`src/hw/rtl/timer_event_alarm_table_unit_defines.svh`:
```
// Assertion shorthands shared by the alarm table RTL.
// Both expect signals named clk and arst_n in the using module.
`ifndef TIMER_EVENT_ALARM_TABLE_UNIT_DEFINES_SVH
`define TIMER_EVENT_ALARM_TABLE_UNIT_DEFINES_SVH

// Same-cycle implication.
`define TEAT_ASSERT_IMP(label, ante, cons, msg) \
	label: assert property (@(posedge clk) disable iff (!arst_n) (ante) |-> (cons)) \
		else $error(msg);

// Next-cycle implication.
`define TEAT_ASSERT_NXT(label, ante, cons, msg) \
	label: assert property (@(posedge clk) disable iff (!arst_n) (ante) |=> (cons)) \
		else $error(msg);

`endif

```
`src/hw/rtl/teat_pkg.sv`:
```
package teat_pkg;

	// request codes
	localparam logic [2:0] REQ_TICK = 3'd0;
	localparam logic [2:0] REQ_MONITOR = 3'd1;
	localparam logic [2:0] REQ_ADD = 3'd2;
	localparam logic [2:0] REQ_KILL = 3'd3;
	localparam logic [2:0] REQ_LOAD = 3'd4;

	// response status codes
	localparam logic [2:0] STAT_NONE = 3'd0;
	localparam logic [2:0] STAT_ADDED = 3'd1;
	localparam logic [2:0] STAT_FULL = 3'd2;
	localparam logic [2:0] STAT_KILLED = 3'd3;
	localparam logic [2:0] STAT_NOTFOUND = 3'd4;
	localparam logic [2:0] STAT_FIRED = 3'd5;

	typedef enum logic [1:0] {
		PH_CHECK = 2'd0,
		PH_TEST = 2'd1,
		PH_ADVANCE = 2'd2
	} phase_t;

	typedef enum logic [2:0] {
		ST_IDLE,
		ST_ADD_SCAN,
		ST_KILL_RD,
		ST_KILL_CHK,
		ST_MON_RD,
		ST_MON_WR,
		ST_DONE
	} state_t;

	// one entry record held in the store
	typedef struct packed {
		logic [15:0] tag;
		logic [31:0] expiry;
		logic [7:0] repeats;
		logic [15:0] reload;
	} entry_rec_t;

	// store port controls
	typedef struct packed {
		logic rd;
		logic wr;
	} ram_ctl_t;

endpackage

```
`src/hw/rtl/teat_entry_store.sv`:
```
module teat_entry_store #(
	parameter int ENTRIES = 8
) (
	input logic clk,
	input logic arst_n,
	input teat_pkg::ram_ctl_t ctl,
	input logic [((ENTRIES > 1) ? $clog2(ENTRIES) : 1)-1:0] addr,
	input teat_pkg::entry_rec_t wr_rec,
	output teat_pkg::entry_rec_t rd_rec
);
	teat_pkg::entry_rec_t mem [ENTRIES];
	teat_pkg::entry_rec_t rd_data_q;
	logic [ENTRIES-1:0] written_q;
	logic rd_written_q;

	// single port: one read or one write per cycle, read data registered
	always_ff @(posedge clk) begin
		if (ctl.wr) begin
			mem[addr] <= wr_rec;
		end
		if (ctl.rd) begin
			rd_data_q <= mem[addr];
		end
	end

	// tags reset to zero: track which entries were ever written
	always_ff @(posedge clk or negedge arst_n) begin
		if (!arst_n) begin
			written_q <= '0;
			rd_written_q <= 1'b0;
		end else begin
			if (ctl.wr) begin
				written_q[addr] <= 1'b1;
			end
			if (ctl.rd) begin
				rd_written_q <= written_q[addr];
			end
		end
	end

	always_comb begin
		rd_rec = rd_data_q;
		if (!rd_written_q) begin
			rd_rec.tag = '0;
		end
	end

endmodule

```
`src/hw/rtl/timer_event_alarm_table_unit.sv`:
```
// Channel  | Handshake           | Payload
// ---------+---------------------+---------------------------------------------
// request  | req_valid/req_ready | req_type, tag, expire_time, repeat_count,
//          |                     | reload_interval, has_start_action,
//          |                     | has_stop_action, time_value
// response | rsp_valid/rsp_ready | status, event_tag, start_notice, seconds_now
//
// One request transaction gives exactly one response transaction.
// Sequence: tick, load, unknown codes and the check/advance monitor phases go
// straight from idle to done; monitor test takes a store read, then a
// read-modify-write; add walks the active bits; kill reads one stored tag at a
// time through the single store port, alternating a read and a check state.
// Reset (arst_n low) clears the table control bits, scan state, counter and
// prescaler at once; no clearing pass is needed.
// A new request is taken while a response still waits; the block then holds
// the next result until rsp_ready frees the response register.
`include "timer_event_alarm_table_unit_defines.svh"

module timer_event_alarm_table_unit #(
	parameter int ENTRIES = 8
) (
	input logic clk,
	input logic arst_n,

	input logic req_valid,
	output logic req_ready,
	input logic [2:0] req_type,
	input logic [15:0] tag,
	input logic [31:0] expire_time,
	input logic [7:0] repeat_count,
	input logic [15:0] reload_interval,
	input logic has_start_action,
	input logic has_stop_action,
	input logic [31:0] time_value,

	output logic rsp_valid,
	input logic rsp_ready,
	output logic [2:0] status,
	output logic [15:0] event_tag,
	output logic start_notice,
	output logic [31:0] seconds_now
);
	localparam int IW = (ENTRIES > 1) ? $clog2(ENTRIES) : 1;
	localparam logic [IW-1:0] LAST_IDX = IW'(ENTRIES - 1);

	teat_pkg::state_t state_q, state_d;
	teat_pkg::phase_t phase_q;
	logic [IW-1:0] scan_idx_q;
	logic [IW-1:0] srch_idx_q;
	logic [31:0] seconds_q;
	logic parity_q;

	// control bits of the table, reset to zero
	logic [ENTRIES-1:0] active_q;
	logic [ENTRIES-1:0] stop_q;

	// latched request fields
	logic [15:0] req_tag_q;
	logic [31:0] req_expiry_q;
	logic [7:0] req_repeats_q;
	logic [15:0] req_reload_q;
	logic req_start_q;
	logic req_stop_q;

	// result being built
	logic [2:0] res_status_q;
	logic [15:0] res_tag_q;
	logic res_notice_q;

	// response register
	logic rsp_valid_q;
	logic [2:0] rsp_status_q;
	logic [15:0] rsp_tag_q;
	logic rsp_notice_q;
	logic [31:0] rsp_seconds_q;

	teat_pkg::ram_ctl_t ram_ctl;
	logic [IW-1:0] ram_addr;
	teat_pkg::entry_rec_t wr_rec;
	teat_pkg::entry_rec_t rd_rec;

	logic accept;
	logic rsp_free;
	logic out_load;
	logic srch_last;
	logic fire;
	logic kill_hit;

	assign accept = req_valid && req_ready;
	assign rsp_free = !rsp_valid_q || rsp_ready;
	assign srch_last = (srch_idx_q == LAST_IDX);
	assign kill_hit = (rd_rec.tag == req_tag_q);
	// test phase: expired and armed with a stop action
	assign fire = (seconds_q >= rd_rec.expiry) && stop_q[scan_idx_q];

	teat_entry_store #(
		.ENTRIES(ENTRIES)
	) u_store (
		.clk(clk),
		.arst_n(arst_n),
		.ctl(ram_ctl),
		.addr(ram_addr),
		.wr_rec(wr_rec),
		.rd_rec(rd_rec)
	);

	// ---------------- sequencer: next state ----------------
	always_comb begin
		state_d = state_q;
		case (state_q)
			teat_pkg::ST_IDLE: begin
				if (req_valid) begin
					case (req_type)
						teat_pkg::REQ_ADD: state_d = teat_pkg::ST_ADD_SCAN;
						teat_pkg::REQ_KILL: state_d = teat_pkg::ST_KILL_RD;
						teat_pkg::REQ_MONITOR: begin
							state_d = (phase_q == teat_pkg::PH_TEST) ?
								teat_pkg::ST_MON_RD : teat_pkg::ST_DONE;
						end
						default: state_d = teat_pkg::ST_DONE;
					endcase
				end
			end
			teat_pkg::ST_ADD_SCAN: begin
				if (!active_q[srch_idx_q] || srch_last) begin
					state_d = teat_pkg::ST_DONE;
				end
			end
			teat_pkg::ST_KILL_RD: state_d = teat_pkg::ST_KILL_CHK;
			teat_pkg::ST_KILL_CHK: begin
				state_d = (kill_hit || srch_last) ? teat_pkg::ST_DONE : teat_pkg::ST_KILL_RD;
			end
			teat_pkg::ST_MON_RD: state_d = teat_pkg::ST_MON_WR;
			teat_pkg::ST_MON_WR: state_d = teat_pkg::ST_DONE;
			teat_pkg::ST_DONE: begin
				if (rsp_free) begin
					state_d = teat_pkg::ST_IDLE;
				end
			end
			default: state_d = teat_pkg::ST_IDLE;
		endcase
	end

	// ---------------- sequencer: outputs ----------------
	always_comb begin
		req_ready = 1'b0;
		out_load = 1'b0;
		ram_ctl = '0;
		ram_addr = srch_idx_q;
		wr_rec.tag = req_tag_q;
		wr_rec.expiry = req_expiry_q;
		wr_rec.repeats = req_repeats_q;
		wr_rec.reload = req_reload_q;
		case (state_q)
			teat_pkg::ST_IDLE: req_ready = 1'b1;
			teat_pkg::ST_ADD_SCAN: ram_ctl.wr = !active_q[srch_idx_q];
			teat_pkg::ST_KILL_RD: ram_ctl.rd = 1'b1;
			teat_pkg::ST_MON_RD: begin
				ram_ctl.rd = 1'b1;
				ram_addr = scan_idx_q;
			end
			teat_pkg::ST_MON_WR: begin
				// reload in place; tag and interval are written back unchanged
				ram_addr = scan_idx_q;
				ram_ctl.wr = fire && (rd_rec.repeats != 8'd0);
				wr_rec.tag = rd_rec.tag;
				wr_rec.expiry = seconds_q + {16'd0, rd_rec.reload};
				wr_rec.repeats = rd_rec.repeats - 8'd1;
				wr_rec.reload = rd_rec.reload;
			end
			teat_pkg::ST_DONE: out_load = rsp_free;
			default: ;
		endcase
	end

	always_ff @(posedge clk or negedge arst_n) begin
		if (!arst_n) begin
			state_q <= teat_pkg::ST_IDLE;
		end else begin
			state_q <= state_d;
		end
	end

	// ---------------- request latch and result ----------------
	always_ff @(posedge clk) begin
		if (accept) begin
			req_tag_q <= tag;
			req_expiry_q <= expire_time;
			req_repeats_q <= repeat_count;
			req_reload_q <= reload_interval;
			req_start_q <= has_start_action;
			req_stop_q <= has_stop_action;
			res_status_q <= teat_pkg::STAT_NONE;
			res_tag_q <= '0;
			res_notice_q <= 1'b0;
			srch_idx_q <= '0;
		end
		case (state_q)
			teat_pkg::ST_ADD_SCAN: begin
				if (!active_q[srch_idx_q]) begin
					res_status_q <= teat_pkg::STAT_ADDED;
					res_tag_q <= req_tag_q;
					res_notice_q <= req_start_q;
				end else if (srch_last) begin
					res_status_q <= teat_pkg::STAT_FULL;
					res_tag_q <= req_tag_q;
				end else begin
					srch_idx_q <= srch_idx_q + 1'b1;
				end
			end
			teat_pkg::ST_KILL_CHK: begin
				if (kill_hit) begin
					res_status_q <= teat_pkg::STAT_KILLED;
					res_tag_q <= req_tag_q;
				end else if (srch_last) begin
					res_status_q <= teat_pkg::STAT_NOTFOUND;
					res_tag_q <= req_tag_q;
				end else begin
					srch_idx_q <= srch_idx_q + 1'b1;
				end
			end
			teat_pkg::ST_MON_WR: begin
				if (fire) begin
					res_status_q <= teat_pkg::STAT_FIRED;
					res_tag_q <= rd_rec.tag;
				end
			end
			default: ;
		endcase
	end

	// ---------------- table control, scan and clock ----------------
	always_ff @(posedge clk or negedge arst_n) begin
		if (!arst_n) begin
			active_q <= '0;
			stop_q <= '0;
			phase_q <= teat_pkg::PH_CHECK;
			scan_idx_q <= '0;
			seconds_q <= '0;
			parity_q <= 1'b0;
		end else begin
			if (accept) begin
				case (req_type)
					teat_pkg::REQ_TICK: begin
						// half-rate prescaler
						if (!parity_q) begin
							seconds_q <= seconds_q + 32'd1;
						end
						parity_q <= !parity_q;
					end
					teat_pkg::REQ_LOAD: seconds_q <= time_value;
					teat_pkg::REQ_MONITOR: begin
						case (phase_q)
							teat_pkg::PH_CHECK: begin
								phase_q <= active_q[scan_idx_q] ?
									teat_pkg::PH_TEST : teat_pkg::PH_ADVANCE;
							end
							teat_pkg::PH_TEST: ; // handled in ST_MON_WR
							default: begin
								scan_idx_q <= (scan_idx_q == LAST_IDX) ?
									'0 : scan_idx_q + 1'b1;
								phase_q <= teat_pkg::PH_CHECK;
							end
						endcase
					end
					default: ;
				endcase
			end
			case (state_q)
				teat_pkg::ST_ADD_SCAN: begin
					if (!active_q[srch_idx_q]) begin
						active_q[srch_idx_q] <= 1'b1;
						stop_q[srch_idx_q] <= req_stop_q;
					end
				end
				teat_pkg::ST_KILL_CHK: begin
					// matches any slot's tag, active or not
					if (kill_hit) begin
						active_q[srch_idx_q] <= 1'b0;
						stop_q[srch_idx_q] <= 1'b0;
					end
				end
				teat_pkg::ST_MON_WR: begin
					if (fire && (rd_rec.repeats == 8'd0)) begin
						active_q[scan_idx_q] <= 1'b0;
					end
					phase_q <= teat_pkg::PH_ADVANCE;
				end
				default: ;
			endcase
		end
	end

	// ---------------- response register ----------------
	always_ff @(posedge clk or negedge arst_n) begin
		if (!arst_n) begin
			rsp_valid_q <= 1'b0;
		end else if (out_load) begin
			rsp_valid_q <= 1'b1;
		end else if (rsp_ready) begin
			rsp_valid_q <= 1'b0;
		end
	end

	always_ff @(posedge clk) begin
		if (out_load) begin
			rsp_status_q <= res_status_q;
			rsp_tag_q <= res_tag_q;
			rsp_notice_q <= res_notice_q;
			rsp_seconds_q <= seconds_q;
		end
	end

	assign rsp_valid = rsp_valid_q;
	assign status = rsp_status_q;
	assign event_tag = rsp_tag_q;
	assign start_notice = rsp_notice_q;
	assign seconds_now = rsp_seconds_q;

	// ---------------- checks ----------------
	`TEAT_ASSERT_NXT(a_accept_goes_busy, accept, state_q != teat_pkg::ST_IDLE, "request taken but sequencer stayed idle")
	`TEAT_ASSERT_IMP(a_fire_only_active, (state_q == teat_pkg::ST_MON_WR) && fire, active_q[scan_idx_q], "entry fired from an inactive slot")
	`TEAT_ASSERT_NXT(a_done_loads_rsp, (state_q == teat_pkg::ST_DONE) && rsp_free, rsp_valid && (state_q == teat_pkg::ST_IDLE), "finished result not presented")

endmodule

```
`config.mk`:
```
export PLATFORM = sky130hd
export DESIGN_NAME = timer_event_alarm_table_unit
export DESIGN_NICKNAME = d
export VERILOG_FILES = /design/src/hw/rtl/teat_pkg.sv /design/src/hw/rtl/teat_entry_store.sv /design/src/hw/rtl/timer_event_alarm_table_unit.sv
export VERILOG_INCLUDE_DIRS = /design/src /design/src/hw/rtl
export SDC_FILE = /design/constraint.sdc
export NUM_CORES = 1
export LEC_CHECK = 0
export ABC_AREA = 1
export BUFFER_PORTS_ARGS = -buffer_cell sky130_fd_sc_hd__buf_2
export CORE_MARGIN = 2
export CORE_UTILIZATION = 40
export DETAILED_ROUTE_END_ITERATION = 12
export GPL_ROUTABILITY_DRIVEN = 0
export PLACE_DENSITY = 0.67
export SKIP_CTS_REPAIR_TIMING = 1
export SYNTH_ARGS = -nofsm -noshare
export SYNTH_HDL_FRONTEND = slang
export SYNTH_SLANG_ARGS = --single-unit
```
`constraint.sdc`:
```
create_clock -name clk -period 3.7 [get_ports clk]
set_input_delay 0.555 -clock clk [delete_from_list [all_inputs] [get_ports clk]]
set_output_delay 0.555 -clock clk [all_outputs]
set_load 0.05 [all_outputs]
```
# [Word-level counts from Yosys, hierarchy flattened]
# Memories as Yosys holds them, arrays and structs flattened. A register that Yosys moved wholly into a read port is not among the register bits.
# Cells that the tools add are included.
[classes] addsub=5 order_cmp=7 n_eq_ne=22 n_mux=69 bitwise=8 n_reduce_logical=34
[ops] operator="$mux 16" count=6
[ops] operator="$mux 72" count=1
[ops] operator="$pmux 32 s2" count=1
[ops] operator="$mux 3" count=16
[ops] operator="$pmux 16 s3" count=1
[ops] operator="$mux 8" count=5
[ops] operator="$add 32x1->32 const B" count=1
[ops] operator="$add 32x16->32" count=1
[ops] operator="$ge 32x32->1" count=1
[ops] operator="$mux 32" count=1
[ops] operator="$and 8x8->8" count=3
[ops] operator="$pmux 8 s3" count=1
[ops] operator="$pmux 3 s7" count=1
[ops] operator="$eq 3x3->1 const B" count=6
[ops] operator="$pmux 3 s3" count=2
[ops] operator="$mux 1" count=17
[ops] operator="$eq 16x16->1" count=1
[ops] operator="$not 8->8" count=2
[ops] operator="$or 8x8->8" count=2
[ops] operator="$pmux 8 s2" count=1
[ops] operator="$reduce_and 3->1" count=5
[ops] operator="$ne 2x2->1 const B" count=7
[ops] operator="$bmux 1 s3" count=4
[ops] operator="$eq 3x2->1 const B" count=4
[ops] operator="other kinds (26)" count=55
[totals] reg_bits=216 ramBits=576 in_bits=113 out_inout_bits=54 memories=1
[memory_table] memory="u_store.mem" words=8 word_bits=72 read_ports=1 rd_ports_with_merged_regs=1 wr=1 line="teat_entry_store.sv:11" source="teat_pkg::entry_rec_t mem [ENTRIES];"

# [Longest topological paths before layout]
# Gate-level depths: netlist of run 1.
[depth] depth_word=8 mapped_depth=19 ltp_nobuf=18

# [Hierarchy]
# From an unflattened synthesis of run 1, not the netlist that was laid out.
[hier_totals] cells_unflattened=3681 area_unflattened_um2=38567.0
[modules_own_cells] mod="teat_entry_store" n_inst=1 cells_each=1975 area_per_inst_um2=25657.1
[modules_own_cells] mod="timer_event_alarm_table_unit" n_inst=1 cells_each=1706 area_per_inst_um2=12909.9

# [Worst setup path before layout of run 1]
# OpenSTA, ideal clock, no wires.
[synth_timing] path_type="flip-flop to flip-flop" from="register state_q[2]" to="register scan_idx_q[0]" setup_ps=83 t_arrival_ps=3931 t_required_ps=3617 setup_slack_ps=-314 path_stages_with_launch=9 path_buffers=0 cell_sequence="dfrtp_1 -> inv_1 -> nand2_1 -> nor2_1 -> nand2_1 -> inv_1 -> nand3_1 -> or2_2 -> o21ai_0"
[synth_between] elab_chain_cells=4
[synth_lines] item="from (decl)" line="timer_event_alarm_table_unit.sv:46" source="teat_pkg::state_t state_q, state_d;"
[synth_lines] item="from (signal assigned)" line="timer_event_alarm_table_unit.sv:178" source="state_q <= teat_pkg::ST_IDLE;"
[synth_lines] item="from (signal assigned)" line="timer_event_alarm_table_unit.sv:180" source="state_q <= state_d;"
[synth_lines] item="$logic_not 3->1" line="timer_event_alarm_table_unit.sv:154" source="case (state_q)"
[synth_lines] item="$mux 1" line="timer_event_alarm_table_unit.sv:154"
[synth_lines] item="net req_ready" line="timer_event_alarm_table_unit.sv:26" source="output logic req_ready,"
[synth_lines] item="$logic_and 1x1->1" line="timer_event_alarm_table_unit.sv:89" source="assign accept = req_valid && req_ready;"
[synth_lines] item="net accept" line="timer_event_alarm_table_unit.sv:82" source="logic accept;"
[synth_lines] item="$reduce_and 3->1 (no line)"
[synth_lines] item="to (signal assigned)" line="timer_event_alarm_table_unit.sv:260" source="scan_idx_q <= (scan_idx_q == LAST_IDX) ?"
[synth_lines] item="to (decl)" line="timer_event_alarm_table_unit.sv:48" source="logic [IW-1:0] scan_idx_q;"
# The timed path passes the listed nets, and every way through them passes these cells.
# A chain may end at the register's enable or synchronous reset.

# [Final worst setup path of run 1]
[layout_timing] from="register seconds_q[13]" to="memory u_store.mem[2][69] (netlist name), enable pin"
[layout_between] elab_chain_cells=6
[layout_lines] item="from (decl)" line="timer_event_alarm_table_unit.sv:50" source="logic [31:0] seconds_q;"
[layout_lines] item="from (signal assigned)" line="timer_event_alarm_table_unit.sv:247" source="seconds_q <= seconds_q + 32'd1;"
[layout_lines] item="from (signal assigned)" line="timer_event_alarm_table_unit.sv:251" source="teat_pkg::REQ_LOAD: seconds_q <= time_value;"
[layout_lines] item="$ge 32x32->1" line="timer_event_alarm_table_unit.sv:94" source="assign fire = (seconds_q >= rd_rec.expiry) && stop_q[scan_idx_q];"
[layout_lines] item="$logic_and 1x1->1" line="timer_event_alarm_table_unit.sv:94"
[layout_lines] item="$logic_and 1x1->1" line="timer_event_alarm_table_unit.sv:165" source="ram_ctl.wr = fire && (rd_rec.repeats != 8'd0);"
[layout_lines] item="$pmux 1 s2" line="timer_event_alarm_table_unit.sv:154"
[layout_lines] item="$mux 1" line="teat_entry_store.sv:18" source="if (ctl.wr) begin"
[layout_lines] item="$mux 1 (implied by the code)" line="teat_entry_store.sv:19" source="mem[addr] <= wr_rec;"
[layout_lines] item="to (decl)" line="teat_entry_store.sv:11"
# Every way passes these cells.

==> key figures, run 1 <==
STA
  – Final period util: 88.9%
  – Worst-Margin Slew: 1100 ps
  – Minimum clock period: 3290 ps
  – Slew Limit Headroom: 25.6%
  – Total negative setup slack: 0 ps
  – Skew final: 49.0 ps
  – Max-slew violations: 0
  – Setup violators final: 0
  – Max Fclk: 304 MHz
  – Worst setup margin: 409 ps
  – Unrepaired setup endpoints after global routing: no
  – Hold Fails Final Rpt: 0
  – Worst hold slack: 49.8 ps

Critical path
  – Kind of critical path: flop to flop
  – Max incr delay on CP: 470 ps
  – Cell repeated most along the worst path: nand2_1
  – Critical path fanouts, max: 12
  – Cell family contributing the most delay on the critical path: simple AND/OR/NAND/NOR gates
  – Buf+Inv Stages, Crit Path: 2
  – Crit end category: flop
  – Slowest-stage cell, CP: dfrtp_1
  – Worst-path cell chain: ha_1 > nand2_1 > nor2_1 > nand2_1 > nor2_1 > nor2_1 > nand2_1 > nand2_1 > nand2_1 > nand2_1 > o21ai_2 > nand2_1 > clkinvlp_4 > buf_4
  – Arrival time of the worst setup path: 3610 ps
  – Type of origin of the critical path: flop
  – Reg2Reg Setup Slack: 410 ps
  – Critical Path RT: 4020 ps

GRT
  – GR Layer Usage met1: 30.1%
  – Initial antenna violation count: 14
  – First-pass GRT wire length: 149000 µm
  – Gr usage total: 21.1%
  – GRT overflow: 0
  – Met3 Use GR: 3.57%
  – Met2 usage: 33.0%
  – Largest net degree at the start of global routing: 73
  – Top Usage Layer GRT: met2
  – Vias in the first global route: 23600

CTS
  – Clk pin slew, worst setup/hold paths: 60 ps
  – Worst-skew pair later-pin latency: 670 ps
  – Clock Path Buffers: 3
  – CTS Sinks: 864
  – H-tree lvl count: 3
  – Root Buffer: clkbuf_16
  – CTS tree: done
  – CTS buffer count: 89

Place
  – Buffers on Ports: 166
  – DP HPWL: 64500 µm
  – Worst slack at placement: 466 ps
  – Placed Area: 38900 µm²

Synth
  – Share of the synthesized area in the top cell type: 64.4%
  – Cell variety after synth: 50
  – Synthesized area: 36100 µm²
  – Synthesized flop and latch total: 864
  – Top post-synthesis cells by area: edfxtp_1 (64%), nand2_1 (8.0%), dfrtp_1 (4.6%)
  – Leading area contributor after synthesis: edfxtp_1
  – Syn Area/Cell: 12.0 µm²
  – Syn nets: 3180
  – Sequential area share after synthesis: 70.3%
  – Post-synthesis instance total: 3012
  – Synth Flop Type: edfxtp_1
  – Post-synth ARST share: 7.75%
  – Post-synth EDFFs: 774
  – Synth warn: 0

Run
  – Maxcap violations: 0

Power
  – Leak Pwr: 15.6 nW
  – Worst VDD drop: 0.509 mV
  – Power per standard cell area: 846 nW/µm²

Layout
  – Share of layout cells above drive strength 1: 13.1%
  – Commonest non-fill, non-tap cell in the layout: edfxtp_1
  – Layout Nets: 3400
  – Syn-to-layout area delta: 15.7%
  – Finished Cell Area: 41800 µm²
  – Most frequent cells in the layout: edfxtp_1 (774), nand2_1 (773), inv_1 (205)
  – Fin util: 46.6%

Route
  – WL final: 99000 µm
  – First drt pass iteration count: 8
  – Residual DRC: 0
  – Drt wl/cell: 22.1 µm
  – Post-route ant nets: 0
  – Post-DR vias/cell: 5.55
  – DR vias: 24900
  – Iter 0 DRT Violations: 2976

Floorplanning
  – Die X: 304 µm
  – Initial core utilization: 40.2%
  – Row count: 110
  – Core area: 89700 µm²
  – Die height: 304 µm
  – Die area: 92700 µm²
  – I/O Pins: 167

Worst hold path
  – Hold Path Class: input port to flop

Outcome
  – Status: completed
==> Yosys cell counts, types with 4 or more instances <==
cell type	n
buf_4	5
o21ai_0	133
buf_2	45
o31ai_1	8
dfxtp_1	23
and3_1	14
o21ai_1	5
o211ai_1	13
nand2_1	773
nor3_1	26
nand4_1	98
or2_2	7
nor3_2	7
nor2_1	148
buf_1	11
o221ai_1	4
a21oi_1	69
o22ai_1	17
dfrtp_1	67
inv_1	217
nand3_1	141
edfxtp_1	774
xor2_1	18
clkbuf_1	55
a22oi_1	191
nand2_2	4
xnor2_1	9
ha_1	54
inv_2	13
a221oi_1	27
==> worst register-to-register path, cell delays in order, from the launching register on <==
cell,delay (ps)
dfrtp_1,470
ha_1,350
nand2_1,60
nor2_1,140
nand2_1,90
nor2_1,110
nor2_1,50
nand2_1,130
nand2_1,80
nand2_1,100
nand2_1,110
o21ai_2,410
nand2_1,200
clkinvlp_4,340
buf_4,300
==> stage by stage <==
step	cells	power, mW
finish	4481	35.4
floorplan	3012	21.8
global placement	4316	26.3
global route	4480	37.2
detailed placement	4316	26.5
CTS	4476	35.4
==> per-layer routing <==
metal	vias up	routed length (µm)
met4	16	2450
met1	12200	42300
met3	161	8660
met2	1220	45500
met5	-	110
li1	11300	-
==> flip-flops by register name (all words and copies together), names as in the netlist, 8 cells and up <==
name / flops
active_q: 8
seconds_now: 32
seconds_q: 32
u_store.written_q: 8
req_tag_q: 16
req_reload_q: 16
u_store.rd_rec: 56
event_tag: 16
res_tag_q: 16
req_expiry_q: 32
req_repeats_q: 8
stop_q: 8
u_store.mem: 576
u_store.rd_data_q: 16
==> kinds of logic (layout without fill, tap and decap cells) <==
group / count (synthesis) / after routing / synth area share (%)
DFF: 864 / 864 / 70.3
other: 0 / 4 / 0
AOI/OAI and AO/OA: 484 / 484 / 8.68
buffers and inverters: 350 / 639 / 3.91
adders and majority gates: 55 / 55 / 1.93
xor gates and xnor gates: 27 / 27 / 0.655
and+or+nand+nor: 1232 / 1232 / 14.5
==> worst paths after layout <==
path | start | end | depth (start not counted)
setup / recovery | seconds_q[13] | u_store.mem[2][69] | 14
hold / removal | expire_time[5] | req_expiry_q[5] | 1
setup reg to reg | seconds_q[13] | u_store.mem[2][69] | 14
hold reg to reg | res_notice_q | start_notice | 0
max in group asynchronous | arst_n | seconds_q[1] | 3
min in group asynchronous | arst_n | seconds_q[16] | 2
==> where the power goes <==
part | switching [mW] | internal [mW]
Combinational | 8.61 | 3.56
Sequential | 1.11 | 13.2
Clock | 3.79 | 5.05
Total | 13.5 | 21.9
==> area by class of cell <==
| class | instances | area [µm²] |
|---|---|---|
| Inverter | 231 | 903 |
| Sequential cell | 864 | 25400 |
| Clock inverter | 52 | 561 |
| Fill cell | 7913 | 48000 |
| Antenna cell | 4 | 10.0 |
| Multi-Input combinational cell | 1798 | 9340 |
| Tap cell | 1176 | 1470 |
| Clock buffer | 108 | 2320 |
| Timing Repair Buffer | 248 | 1790 |
Note: power is estimated with default switching activity, not from simulation.
==> run 2: changes to the inputs <==
Settings changed: CORE_UTILIZATION 40 to 49, PLACE_DENSITY 0.67 to 0.77.
==> key figures, run 2 (synthesis gave the netlist of run 1 again) <==
STA
  – Unrepaired setup endpoints after global routing: no
  – Max Fclk: 296 MHz (-2.5%)
  – Total negative setup slack: 0 ps (unchanged)
  – Setup violators final: 0 (unchanged)
  – Hold Fails Final Rpt: 0 (unchanged)
  – Minimum clock period: 3380 ps (+85.6 ps)
  – Slew Limit Headroom: 15.6% (-9.9 points)
  – Skew final: 26.4 ps (-22.6 ps)
  – Max-slew violations: 0 (unchanged)
  – Final period util: 91.3% (+2.3 points)
  – Worst-Margin Slew: 1250 ps (+147 ps)
  – Worst setup margin: 324 ps (-85.6 ps)

Critical path
  – Buf+Inv Stages, Crit Path: 2 (unchanged)
  – Reg2Reg Setup Slack: 320 ps (-90 ps)
  – Origin of the critical flop-to-flop path: seconds_q[5]
  – Worst path depth: 14 (unchanged)
  – Cell repeated most along the worst path: nand2_1
  – Arrival time of the worst setup path: 3690 ps (+80 ps)
  – Worst-path cell chain: ha_1 > nand2_1 > nor2_1 > nand2_1 > nor2_1 > nor2_1 > nand2_1 > nand2_1 > nand2_1 > nand2_1 > o21ai_2 > nand2_1 > clkinvlp_4 > buf_4
  – Kind of critical path: flop to flop
  – Critical path fanouts, max: 17 (+5)
  – R2r worst-path depth: 14 (unchanged)
  – R2R Path End: u_store.mem[3][18]
  – Cell family contributing the most delay on the critical path: simple AND/OR/NAND/NOR gates
  – Critical Path RT: 4020 ps (about the same)
  – Crit. Startpoint: seconds_q[5]
  – Slowest-stage cell, CP: dfrtp_1
  – Crit end category: flop
  – Type of origin of the critical path: flop
  – Max incr delay on CP: 490 ps (+20 ps)
  – CP Capture Point: u_store.mem[3][18]

Layout
  – Syn-to-layout area delta: 14.5%
  – Finished Cell Area: 41300 µm² (-1.0%)
  – Commonest non-fill, non-tap cell in the layout: edfxtp_1
  – Most frequent cells in the layout: edfxtp_1 (774), nand2_1 (773), inv_1 (205)
  – Fin util: 56.7% (+10 points)
  – Layout Nets: 3389 (-0.32%)
  – Largest Register: u_store.mem
  – Max reg flops: 576 (unchanged)
  – Share of layout cells above drive strength 1: 12.8% (-0.30 points)

GRT
  – Initial antenna violation count: 3 (-11)
  – Gr usage total: 24.9% (+3.8 points)
  – Vias in the first global route: 23700 (+0.13%)
  – GRT overflow: 0 (unchanged)
  – Largest net degree at the start of global routing: 73 (unchanged)
  – First-pass GRT wire length: 143000 µm (-4.4%)

Power
  – Sw Ratio: 38.2% (-0.040 points)
  – Power per standard cell area: 848 nW/µm² (+0.22%)
  – Combinational share of power: 33.9% (-0.5 points)
  – Flop pwr share: 41.2% (+0.6 points)
  – Leak Pwr: 15.5 nW (-0.47%)
  – NetSw: 13.4 mW (-0.93%)
  – Pwr Total: 35.1 mW (-0.83%)
  – Cell internal pwr: 21.7 mW (-0.76%)
  – Share of power burned in the clock network: 24.9% (about the same)
  – Worst VDD drop: 1.01 mV (+99%)

Route
  – First drt pass iteration count: 7 (-1)
  – Post-DR vias/cell: 5.92 (+6.5%)
  – Residual DRC: 0 (unchanged)
  – Drt wl/cell: 22.4 µm (+1.4%)
  – Post-route ant nets: 0 (unchanged)
  – DR vias: 25200 (+1.1%)
  – Iter 0 DRT Violations: 3440 (+16%)
  – WL final: 95300 µm (-3.8%)

Floorplanning
  – Die height: 275 µm (-9.5%)
  – Row count: 99 (-10%)
  – Core area: 73000 µm² (-19%)
  – Initial core utilization: 49.5% (+9.3 points)
  – Die X: 275 µm (-9.5%)
  – Die area: 75900 µm² (-18%)
  – I/O Pins: 167 (unchanged)

Place
  – Buffers on Ports: 166 (unchanged)
  – Worst slack at placement: 446 ps (-20.4 ps)
  – Placed Area: 38500 µm² (-0.99%)
  – DP HPWL: 60200 µm (-6.8%)

CTS
  – H-tree lvl count: 3 (unchanged)
  – Clk pin slew, worst setup/hold paths: 60 ps (about the same)
  – Clock Path Buffers: 3 (unchanged)
  – Root Buffer: clkbuf_16
  – CTS buffer count: 85 (-4.5%)
  – CTS Sinks: 864 (unchanged)
  – CTS tree: done
  – Worst-skew pair later-pin latency: 660 ps (about the same)

Worst hold path
  – Hold Path Class: input port to flop

Run
  – Maxcap violations: 0 (unchanged)

Outcome
  – Status: completed
[run 2: cell types whose count changed in the layout (fill, tap and decap cells not counted), moves of 2 or more]
cell	before	now
clkbuf_1	17	19
clkbuf_16	89	85
clkinv_2	20	14
diode_2	4	2
buf_4	55	53
inv_16	0	3
clkinv_4	0	2
buf_12	27	22
[run 2: layout make-up]
| class | count | area, µm² |
|---|---|---|
| Clock inverter | 52 | 616 |
| Multi-Input combinational cell | 1798 | 9340 |
| Sequential cell | 864 | 25400 |
| Tap cell | 959 | 1200 |
| Clock buffer | 106 | 2230 |
| Timing Repair Buffer | 241 | 1670 |
| Antenna cell | 2 | 5.00 |
| Inverter | 231 | 903 |
| Fill cell | 5616 | 31600 |
[run 2: how the worst min path moves through the flow]
stage	from	endpoint	slack (ps)	depth (start not counted)
floorplan	arst_n	active_q[0]	260	0
global placement	res_status_q[2]	status[2]	420	0
detailed placement	res_status_q[2]	status[2]	420	0
CTS	repeat_count[4]	req_repeats_q[4]	40	1
global route	repeat_count[4]	req_repeats_q[4]	60	1
finish	repeat_count[4]	req_repeats_q[4]	70	1
[run 2: routing by layer]
metal  vias up  track usage, %  wire length, µm  share of wire [%]
met4         2            9.03             2810                3.0
met3       191            4.45            11000                 11
met1     12100            35.1            37600                 39
li1      11300               -                -                  -
met2      1606            39.0            43900                 46
met5         -               0               11              0.012
[run 2: power groups by stage]
stage               Combinational [mW]  Sequential [mW]  Clock [mW]
finish                            11.9             14.4        8.72
global route                      13.0             14.6        9.18
CTS                               11.7             14.4        8.80
detailed placement                11.6             14.6           0
global placement                  11.4             14.5           0
floorplan                         7.30             14.5           0
[run 2: worst register-to-register path, delay by kind of cell, from the launching register on]
kind                       cells  cell delay, ps
adders and majority gates      1             360
buffers and inverters          2             690
AOI/OAI and AO/OA              1             400
DFF                            1             490
and+or+nand+nor               10            1110
[run 2: through the flow]
step	instances	hold WS, ps
2_1_floorplan	3012	259
3_3_place_gp	4093	417
3_5_place_dp	4093	422
4_1_cts	4251	38.6
5_1_grt	4251	56.3
6_report	4253	69.2
